**src/bes_ram.sv**
```systemverilog
// Generic single-write, single-read RAM with registered read data.
module bes_ram #(
    parameter int WIDTH = 32,
    parameter int DEPTH = 64
) (
    input  logic                     clk,
    input  logic                     we,
    input  logic [$clog2(DEPTH)-1:0] waddr,
    input  logic [WIDTH-1:0]         wdata,
    input  logic [$clog2(DEPTH)-1:0] raddr,
    output logic [WIDTH-1:0]         rdata
);

    logic [WIDTH-1:0] mem [DEPTH];

    always_ff @(posedge clk)
    begin
        if (we)
        begin
            mem[waddr] <= wdata;
        end
        rdata <= mem[raddr];
    end

endmodule

```
**config.mk**
```make
export PLATFORM = sky130hd
export DESIGN_NAME = bes_ram
export DESIGN_NICKNAME = d
export VERILOG_FILES = /design/src/bes_ram.sv
export SDC_FILE = /design/constraint.sdc
export NUM_CORES = 2
export LEC_CHECK = 0
export ABC_AREA = 0
export BUFFER_PORTS_ARGS = -buffer_cell sky130_fd_sc_hd__buf_2
export CELL_PAD_IN_SITES_DETAIL_PLACEMENT = 0
export CELL_PAD_IN_SITES_GLOBAL_PLACEMENT = 1
export CORE_ASPECT_RATIO = 1.2
export CORE_MARGIN = 2
export CORE_UTILIZATION = 61
export DETAILED_ROUTE_END_ITERATION = 10
export MAX_ROUTING_LAYER = met4
export PLACE_DENSITY_LB_ADDON = 0.15
export SLEW_MARGIN = 20
export SYNTH_ARGS = -nofsm -noshare
export SYNTH_HDL_FRONTEND = slang
export SYNTH_SLANG_ARGS = --single-unit
```
**constraint.sdc**
```tcl
create_clock -name clk -period 10.35 [get_ports clk]
set_clock_uncertainty 0.05 [all_clocks]
set_input_delay 0.5175 -clock clk [delete_from_list [all_inputs] [get_ports clk]]
set_output_delay 0.5175 -clock clk [all_outputs]
set_load 0.03 [all_outputs]
```
* After elaboration in Yosys (flattened, before gate mapping) *
Memory sizes are Yosys's and may differ from the RTL's. A register that Yosys moved wholly into a read port is not among the register bits.
Index checks and enable logic that the tools add are counted.

operators by class
  multiplexer cells = 2

operators by type and width
  operator          count
  1-bit 2-to-1 mux  2

word-level totals
  bits in registers = 0
  word-level logic and storage cells = 3
  input port bits = 46
  memory bits (writable) = 2048
  memories kept = 1

memory list
  memory  depth  width  read ports  clocked after Yosys merged registers in  wr ports  line  text
  mem     64     32     1           1                                        1         14    logic [WIDTH-1:0] mem [DEPTH];

* Logic depth before layout (Yosys ltp) *
  depth in word-level cells = 2
  mapped depth = 10
  mapped depth without buffers = 5

* Worst setup path after synthesis *
OpenSTA, ideal clock, no wires.

  path kind = in2reg
  from = input waddr[3]
  to = memory mem[48][0] (enable)
  arrival time = 3.216 ns
  data required time = 9.839 ns
  stages on the path = 4
  library setup time = 0.461 ns
  path slack = 6.623 ns
  buffers on the path = 1
  path through = clkbuf_1 -> nor2b_1 -> nand4b_1 -> nor3_1

RTL lines
  item                line  text
  start: declaration  8     input logic [$clog2(DEPTH)-1:0] waddr,
  end: declaration    14

Straight into the memory's write port.

==> impl_metrics.env <==
export IMPL_seq_area_mm2=0.0621
export IMPL_maxSlewViolCount=0
export IMPL_combPwrFrac_pct=5.2
export IMPL_dp_hpwl_um=104000
export IMPL_postLayoutSetupSlackWorst_ps=6570
export IMPL_rsz0062_at_grt="no"
export IMPL_core_mm2=0.128
export IMPL_rr_startpoint="mem[28][27]$_DFFE_PP_"
export IMPL_io_pin_count=78
export IMPL_path_cells="buf_8 -> buf_4 -> buf_4 -> nand2b_1 -> o22ai_1 -> nor2_1 -> a21oi_1 -> nor2_1"
export IMPL_r2r_end="rdata[27]$_DFF_P_"
export IMPL_slowest_stage="buf_4"
export IMPL_multiInputGateArea_mm2=0.0160
export IMPL_die_area_mm2=0.132
export IMPL_grt_usage_pct=31.6
export IMPL_hold_start="wdata[18]"
export IMPL_reg2reg_depth=4
export IMPL_grt_max_degree=109
export IMPL_dr_wl_met3_um=18500
export IMPL_clock_path_buffers=3
export IMPL_first_iter_violations=5133
export IMPL_slew_headroom_pct=20.8
export IMPL_final_setup_tns_ps=0
export IMPL_post_route_min_period_ps=3780
export IMPL_run_status="complete, no violations"
export IMPL_antenna_found_initial=14
export IMPL_clk_pin_slew_worst_paths_ps=60
export IMPL_postSynthAreaPerCell_um2=23.6
export IMPL_start_util_pct=61.3
export IMPL_fmax_mhz=265
export IMPL_cts_setup_buffers=0
export IMPL_switchingPower_mw=3.62
export IMPL_dr_pass1_iters=5
export IMPL_p_leak_nw=27.4
export IMPL_synthCells=3324
export IMPL_cts_root_buffer="clkbuf_16"
export IMPL_wl_met1_um=71800
export IMPL_wl_met2_um=98400
export IMPL_reg2reg_slack_ps=7890
export IMPL_cts_hold_buf=0
export IMPL_synth_top_cell_area_share_pct=78.3
export IMPL_hold_viol=0
export IMPL_crit_end="rdata[30]$_DFF_P_"
export IMPL_rows=144
export IMPL_critical_path_endpoint_type="flop"
export IMPL_totalWireLength_um=197000
export IMPL_ys_seq_area_share_pct=79.1
export IMPL_cell_internal_pwr_mw=13.8
export IMPL_wire_per_inst_um=36.6
export IMPL_htreeDepth=4
export IMPL_cts_tree="yes"
export IMPL_power_density_mw_per_mm2=198
export IMPL_syn_area_mm2=0.0785
export IMPL_sw_frac_of_total_pct=20.8
export IMPL_grt_pass1_vias=37461
export IMPL_fin_nets=3573
export IMPL_num_vias=36911
export IMPL_clkPwrFrac_pct=41.1
export IMPL_layout_commonest_cell="edfxtp_1"
export IMPL_cts_inserted_buffers=190
export IMPL_worst_path_largest_cell_delay_ps=820
export IMPL_highest_layer="met4"
export IMPL_synth_cell_types=34
export IMPL_die_y_um=397
export IMPL_clock_sinks=2080
export IMPL_worstPathRequired_ps=10980
export IMPL_place_congestion=0.851
export IMPL_dp_worst_setup_slack_ps=5660
export IMPL_drive_above_1_share_pct=29.4
export IMPL_peakVddDrop_mv=0.152
export IMPL_tightest_slew_ps=1190
export IMPL_port_buffers=77
export IMPL_yosys_top_cells_area="edfxtp_1 78%, mux4_2 16%, mux2i_1 1.2%, dfxtp_1 0.82%, o22ai_1 0.67%"
export IMPL_fin_crit_sh_pct=36.5
export IMPL_cts_resized=0
export IMPL_startpoint="raddr[1]"
export IMPL_p_seq_share_pct=53.8
export IMPL_most_common_layout_cells="2048 x edfxtp_1, 544 x mux4_2, 199 x clkbuf_16, 119 x buf_4, 93 x mux2i_1"
export IMPL_arrival_ps=4410
export IMPL_synth_nets=3370
export IMPL_syn_to_final_growth_pct=12.1
export IMPL_crit_type="primary input to flop"
export IMPL_drc_errors=0
export IMPL_startpoint_type="primary input"
export IMPL_yosysTopAreaCell="edfxtp_1"
export IMPL_grt_pass1_wl_um=278000
export IMPL_drv_cap=0
export IMPL_via_per_inst=6.86
export IMPL_setup_viol=0
export IMPL_globalRouteOverflowTotal=0
export IMPL_insertion_delay_ps=830
export IMPL_crit_fanout=85
export IMPL_ant_nets=0
export IMPL_yosys_warnings=0
export IMPL_die_width_um=332
export IMPL_n_fill_cell=7676
export IMPL_ys_ff_latch=2080
export IMPL_hp_class="primary input to flop"
==> cell type report <==
class                      instances  area share [%]
tap                             1679            2.39
antenna                           11          0.0313
timing repair buffer             193            1.57
multi-input combinational       1062            18.2
clock buffer                     252            6.00
clock inverter                   103            1.26
sequential                      2080            70.6
==> kinds of logic (layout without fill, tap and decap cells) <==
group	count (synthesis)	count (layout)	synth area share, %
compound gates	202	202	1.67
buf+inv	182	548	1.13
flops	2080	2080	79.1
mux	637	637	16.8
other cells	0	11	0
simple gates	223	223	1.27
==> synthesized netlist by cell type, drive strengths merged <==
library cell	count
or2	3
nor2b	15
dfxtp	32
o221ai	27
a21oi	62
and3	4
clkbuf	74
a41o	4
mux4	544
a22oi	12
buf	108
o32ai	4
mux2i	93
nand2b	8
a31oi	1
nand4	2
or3	3
nand3	5
nor3	7
a311oi	8
o22ai	84
nand3b	5
and2	2
nand4b	1
or3b	5
edfxtp	2048
nor2	137
nand2	26
==> registers in the layout, summed over array words and instances (netlist names) <==
| name | flops |
|---|---|
| mem | 2048 |
| rdata | 32 |
==> worst min-delay path by stage <==
stage	end	cells past startpoint	slack, ps
final	mem[58][18]$_DFFE_PP_	1	200
after global placement	rdata[20]$_DFF_P_	4	690
after floorplan	mem[0][0]$_DFFE_PP_	0	570
after detailed placement	rdata[8]$_DFF_P_	4	710
after global routing	mem[57][18]$_DFFE_PP_	1	220
after CTS	mem[62][13]$_DFFE_PP_	1	220
==> layer usage <==
layer / up-vias / GRT usage [%]
li1: 14686 / -
met1: 19864 / 42.2
met2: 2049 / 49.9
met3: 312 / 5.19
met4: 0 / 12.3
met5: - / -
==> critical path, delay by kind of cell <==
family / cells / cell delay [ps]
AO/OA/AOI/OAI: 2 / 900
buffers and inverters: 3 / 2050
AND/OR/NAND/NOR: 3 / 770
==> power groups by stage <==
stage	logic (mW)	registers (mW)	clock network [mW]
CTS	0.907	9.37	7.22
detailed placement	0.903	9.55	0
global route	0.943	9.37	7.54
floorplan	0.454	9.56	0
global placement	0.883	9.54	0
finish	0.903	9.37	7.15
==> per-stage QoR <==
step / util, % / instances / power [mW] / instance area (um2) / hold slack, ps
after floorplan: - / 3324 / 10.0 / 78500 / 566
after CTS: 68.6 / 5368 / 17.5 / 87900 / 220
after global routing: 68.7 / 5376 / 17.8 / 88000 / 217
final: 68.7 / 5380 / 17.4 / 88000 / 200
after global placement: 63.6 / 5012 / 10.4 / 81500 / 685
after detailed placement: 63.7 / 5013 / 10.4 / 81600 / 711
Power figures use the tool's default switching activity.
