**src/bes_pkg.sv**
```systemverilog
// Shared types and constants of the batch exchange sorter.
package bes_pkg;

    localparam int DATA_W = 32;
    localparam int MODE_W = 2;

    // Sort mode codes; any other code passes the batch through in arrival order.
    localparam logic [MODE_W-1:0] MODE_ASC  = 2'd0;
    localparam logic [MODE_W-1:0] MODE_DESC = 2'd1;

    typedef enum logic [7:0] {
        S_LOAD  = 8'b0000_0001,
        S_FETCH = 8'b0000_0010,
        S_ROWST = 8'b0000_0100,
        S_CMP   = 8'b0000_1000,
        S_WB    = 8'b0001_0000,
        S_ORD   = 8'b0010_0000,
        S_OWAIT = 8'b0100_0000,
        S_OSEND = 8'b1000_0000
    } state_t;

    // Control of the shared compare unit.
    typedef struct packed {
        logic descending;
        logic same_slot;
    } cmp_ctrl_t;

endpackage

```
**src/bes_cmp.sv**
```systemverilog
// Shared compare unit: decides whether the held element and the probed element swap.
module bes_cmp
    import bes_pkg::*;
(
    input  cmp_ctrl_t                ctrl,
    input  logic signed [DATA_W-1:0] held_value,
    input  logic signed [DATA_W-1:0] probe_value,
    output logic                     swap
);

    logic less;
    logic greater;

    assign less    = held_value < probe_value;
    assign greater = held_value > probe_value;

    // An element never swaps with its own slot; the slot in memory is stale then.
    assign swap = !ctrl.same_slot && (ctrl.descending ? greater : less);

endmodule
```
**config.mk**
```make
export PLATFORM = sky130hd
export DESIGN_NAME = bes_cmp
export DESIGN_NICKNAME = d
export VERILOG_FILES = /design/src/bes_pkg.sv /design/src/bes_cmp.sv
export SDC_FILE = /design/constraint.sdc
export NUM_CORES = 1
export LEC_CHECK = 0
export ABC_AREA = 1
export BUFFER_PORTS_ARGS = -buffer_cell sky130_fd_sc_hd__buf_4
export CAP_MARGIN = 20
export CORE_MARGIN = 8
export CORE_UTILIZATION = 47
export DETAILED_ROUTE_END_ITERATION = 7
export MAX_ROUTING_LAYER = met4
export PLACE_DENSITY_LB_ADDON = 0.25
export SLEW_MARGIN = 20
export SYNTH_ARGS = -nofsm -noshare
export SYNTH_HDL_FRONTEND = slang
export SYNTH_SLANG_ARGS = --single-unit
```
**constraint.sdc**
```tcl
create_clock -name vclk -period 3.3
set_clock_uncertainty 0.1 [all_clocks]
set_input_delay 0.825 -clock vclk [all_inputs]
set_output_delay 0.825 -clock vclk [all_outputs]
set_load 0.01 [all_outputs]
```
-- Yosys cells after proc, flatten, opt, wreduce, memory -nomap -nowiden
Index checks and enable logic that the tools add are counted.
- reductions and logical operators: 2
- $lt $le $gt $ge: 2
- multiplexer cells: 1
- operators with widths (kind ; count):
    $gt A32 B32 Y1 ; 1
    $lt A32 B32 Y1 ; 1
    $logic_and A1 B1 Y1 ; 1
    $logic_not A1 Y1 ; 1
    $mux W1 ; 1
- input port bits: 66
- output and inout port bits: 1
- register bits after elaboration: 0

-- Depth between registers and ports, before layout
- word-level depth: 3
- mapped depth: 17
- gate-level depth less buffers: 17

-- Least setup slack after synthesis
OpenSTA, ideal clock, no wires.
- path type: input to output
- from: input port probe_value[31]
- to: output port swap
- path buffers: 0
- stages on the path: 12
- arrival: 1998 ps
- required time: 2375 ps
- path slack: 377 ps
- cells stage by stage: inv_1 > ha_1 > nand2_1 > inv_1 > nor2_2 > o21a_2 > nand2_1 > a21oi_2 > nand3_1 > nand3_2 > nand2_1 > nor2_1
- cells in the longest elaborated chain, start to end: 3
- elaborated cells on any way between the ends: 4
- RTL lines (what ; RTL line ; text):
    start: declaration ; bes_cmp.sv:7 ; input logic signed [DATA_W-1:0] probe_value,
    $lt A32 B32 Y1 or $gt A32 B32 Y1 (tied branches) ; bes_cmp.sv:14, bes_cmp.sv:15 ;
    $mux W1 (*) ; bes_cmp.sv:18 ; assign swap = !ctrl.same_slot && (ctrl.descending ? greater : less);
    $logic_and A1 B1 Y1 (*) ; bes_cmp.sv:18 ;
    end: declaration ; bes_cmp.sv:8 ; output logic swap
Mark *: on every way between the ends. The rest lies on a longest branch, timed or not.

-- Worst setup path after layout
- from: input port held_value[19]
- to: output port swap
- cells in the longest elaborated chain, start to end: 3
- elaborated cells on any way between the ends: 4
- RTL lines (what ; RTL line ; text):
    start: declaration ; bes_cmp.sv:6 ; input logic signed [DATA_W-1:0] held_value,
    $lt A32 B32 Y1 or $gt A32 B32 Y1 (tied branches) ; bes_cmp.sv:14, bes_cmp.sv:15 ;
    $mux W1 (*) ; bes_cmp.sv:18 ;
    $logic_and A1 B1 Y1 (*) ; bes_cmp.sv:18 ;
Marked as above.

==> results.yml <==
outcome:
  status: "complete, no violations"
detailed_routing:
  drt_pass1_iterations: 4
  post_drt_wl_per_cell_microns: 10.91
  wirelength_mm: 2.684
  avgViaCountPerCell: 4.728
  drc: 0
  ant_nets: 0
  drt_iter0_drc: 19
  vias: 1163
finish:
  clock_buffers: 0
  n_sequential_cell: 0
  regArea_sq_um: 0
  final_layout_size_suffix_gt1_frac: 0.3607
  antenna_cells: 0
  areaGrowthSynthToFinish_pct: 59.32
  layout.nets: 319
  nFillCells: 154
power_and_ir_drop:
  power.net_switching_mw: 0.07102
  p_seq_frac: 0
  switching_share: 0.4234
  p_comb_frac: 1.000
  p_int_mw: 0.09670
  powerDensity_nw_per_um2: 113.7
  vdd_drop_max_mv: 0.06532
  power.share.clock: 0
  p_leak_nw: 0.9645
  total_power_mw: 0.1677
synthesis:
  syn_nets: 250
  ys_types: 19
  yosys_warnings: 0
  seq_area_frac_synth: 0
  synth_top_area_share: 0.4324
  syn-cell-area_sq_um: 925.9
  synth_top_cell_by_area: "ha_1"
  synthTopCellsByArea: "ha_1 43%, inv_1 17%, nand2_1 14%, a21oi_1 7.0%, nor2_1 3.6%"
  postSynthAreaPerCell_sq_um: 6.091
  netlist_instances: 152
floorplan:
  core-area_sq_um: 1902
  rows: 16
  die_y_microns: 60.39
  initial_utilization: 0.4868
  ios: 67
  die-area_sq_um: 3646
  dieWidth_microns: 60.39
critical_path:
  worstPathRequired_ns: 2.37
  cp.arrival_ns: 2.22
  cp_common_cell: "buf_4"
  worstSetupPathType: "in2out"
  critical_path.max_fanout: 2
  critPathCaptureType: "output pin"
  cp-start-kind: "input port"
  cp_cell_sequence: "buf_4 > ha_1 > a21o_1 > o21ai_1 > nand2_1 > a21oi_2 > nand3_1 > a21oi_1 > nor2_1 > buf_4"
  cpPeakStageDelay_ns: 0.29
  crit_path_top_delay_cell: "ha_1"
placement:
  gp_congestion: 0.7642
  io_buffers: 67
  dp_hpwl_mm: 2.537
grt:
  grt_pass1_wl_mm: 4.478
  grt_remaining_overflow: 0
  antenna_found_initial: 0
  grt_pass1_vias: 1225
  grt_usage: 0.1515
  grt_max_degree: 5
sta:
  finalHoldViolations: 0
  rsz0062_at_grt: "false"
  slew_headroom: 0.8705
  max_freq_ghz: 0.3184
  finalSetupViolCount: 0
  fin_tns_setup_ns: 0
  worst_pin_slew_ns: 0.1923
  fin_crit_ns: 3.141
  slew_viol_final: 0
  finalCritPeriodShare: 0.9517
flow_run:
  drv_cap: 0
clocking:
  hold_buffers: 0
min_path:
  hold_path.class: "in2out"
  min_path_cells: 5
  min_from: "ctrl[0]"
  hold-path-endpoint: "swap"
==> placed cells by master (no fill, tap or decap), drive strengths merged <==
master  Yosys  routed
buf         0      67
inv        43      43
nand2      38      38
ha         32      32
a21oi      14      14
nor2       12      12
nand3       3       3
o21ai       3       3
a21o        2       2
nand4       2       2
o21a        2       2
clkinv      1       1
==> worst max path at each step <==
stage | start | to | slack, ns | cells after the start
after floorplan | probe_value[31] | swap | 0.38 | 12
after global placement | held_value[31] | swap | 0.17 | 12
after detailed placement | held_value[31] | swap | 0.12 | 12
after CTS | held_value[31] | swap | 0.11 | 12
after global routing | probe_value[15] | swap | 0.003 | 16
final | held_value[19] | swap | 0.16 | 10
==> worst max-delay path: cells and delay by family <==
kind / cells / cell delay [ns]
adder cells (fa/ha/maj): 1 / 0.29
buffers and inverters: 2 / 0.25
AND/OR/NAND/NOR: 3 / 0.25
AO/OA/AOI/OAI: 4 / 0.60
==> power by group through the flow <==
stage / clock (mW) / combinational, mW / sequential [mW]
after floorplan: 0 / 0.0857 / 0
after global placement: 0 / 0.157 / 0
after detailed placement: 0 / 0.167 / 0
after CTS: 0 / 0.168 / 0
after global routing: 0 / 0.194 / 0
final: 0 / 0.168 / 0
==> through the flow <==
step	utilization	setup WS [ns]	area (sq um)	cells	hold WS (ns)
6_report	0.7757	0.1593	1475	246	1.874
5_1_grt	0.7757	0.002732	1475	246	1.910
4_1_cts	0.7691	0.1112	1463	246	1.875
3_5_place_dp	0.7691	0.1180	1463	246	1.873
3_3_place_gp	0.7691	0.1687	1463	246	1.868
2_1_floorplan	-	0.3773	925.9	152	1.670
==> kinds of logic after synthesis <==
family | count (synthesis) | synth area share
AND/OR/NAND/NOR | 55 | 0.2595
buffers and inverters | 44 | 0.1784
adder cells (fa/ha/maj) | 32 | 0.4324
AO/OA/AOI/OAI | 21 | 0.1297
==> per-layer routing <==
metal  up-vias  wire (microns)  GRT usage  part of all wire
li1        607               -          -                 -
met1       503            1032     0.1507              0.38
met2        49            1388     0.3049              0.52
met3         4             234    0.02754             0.087
met4         0              28    0.01020             0.010
met5         -               0          -                 0
==> synth_stat cells <==
| master | instances |
|---|---|
| clkinv_1 | 1 |
| nand3_2 | 1 |
| ha_1 | 32 |
| a21oi_1 | 13 |
| nor2_2 | 2 |
| o21a_1 | 1 |
| nand2_2 | 3 |
| o21a_2 | 1 |
| nand4_1 | 2 |
| inv_1 | 41 |
| nor2_1 | 9 |
| o21ai_1 | 1 |
| o21ai_0 | 2 |
| a21oi_2 | 1 |
| nor2_4 | 1 |
| nand2_1 | 35 |
| a21o_1 | 2 |
| inv_2 | 2 |
| nand3_1 | 2 |
==> cell type report <==
| type | instances | area [sq um] | share of cell area |
|---|---|---|---|
| inverter | 44 | 165.2 | 0.1120 |
| multi-input combinational | 108 | 773.2 | 0.5242 |
| tap | 27 | 33.78 | 0.02290 |
| timing repair buffer | 67 | 503.0 | 0.3410 |
==> timing repair <==
item,in CTS,in global routing
buffers inserted,0,0
endpoints found under the hold margin,0,0
endpoints found under the setup margin,0,1
gates resized for setup,0,1
Note: power is estimated with default switching activity, not from simulation.
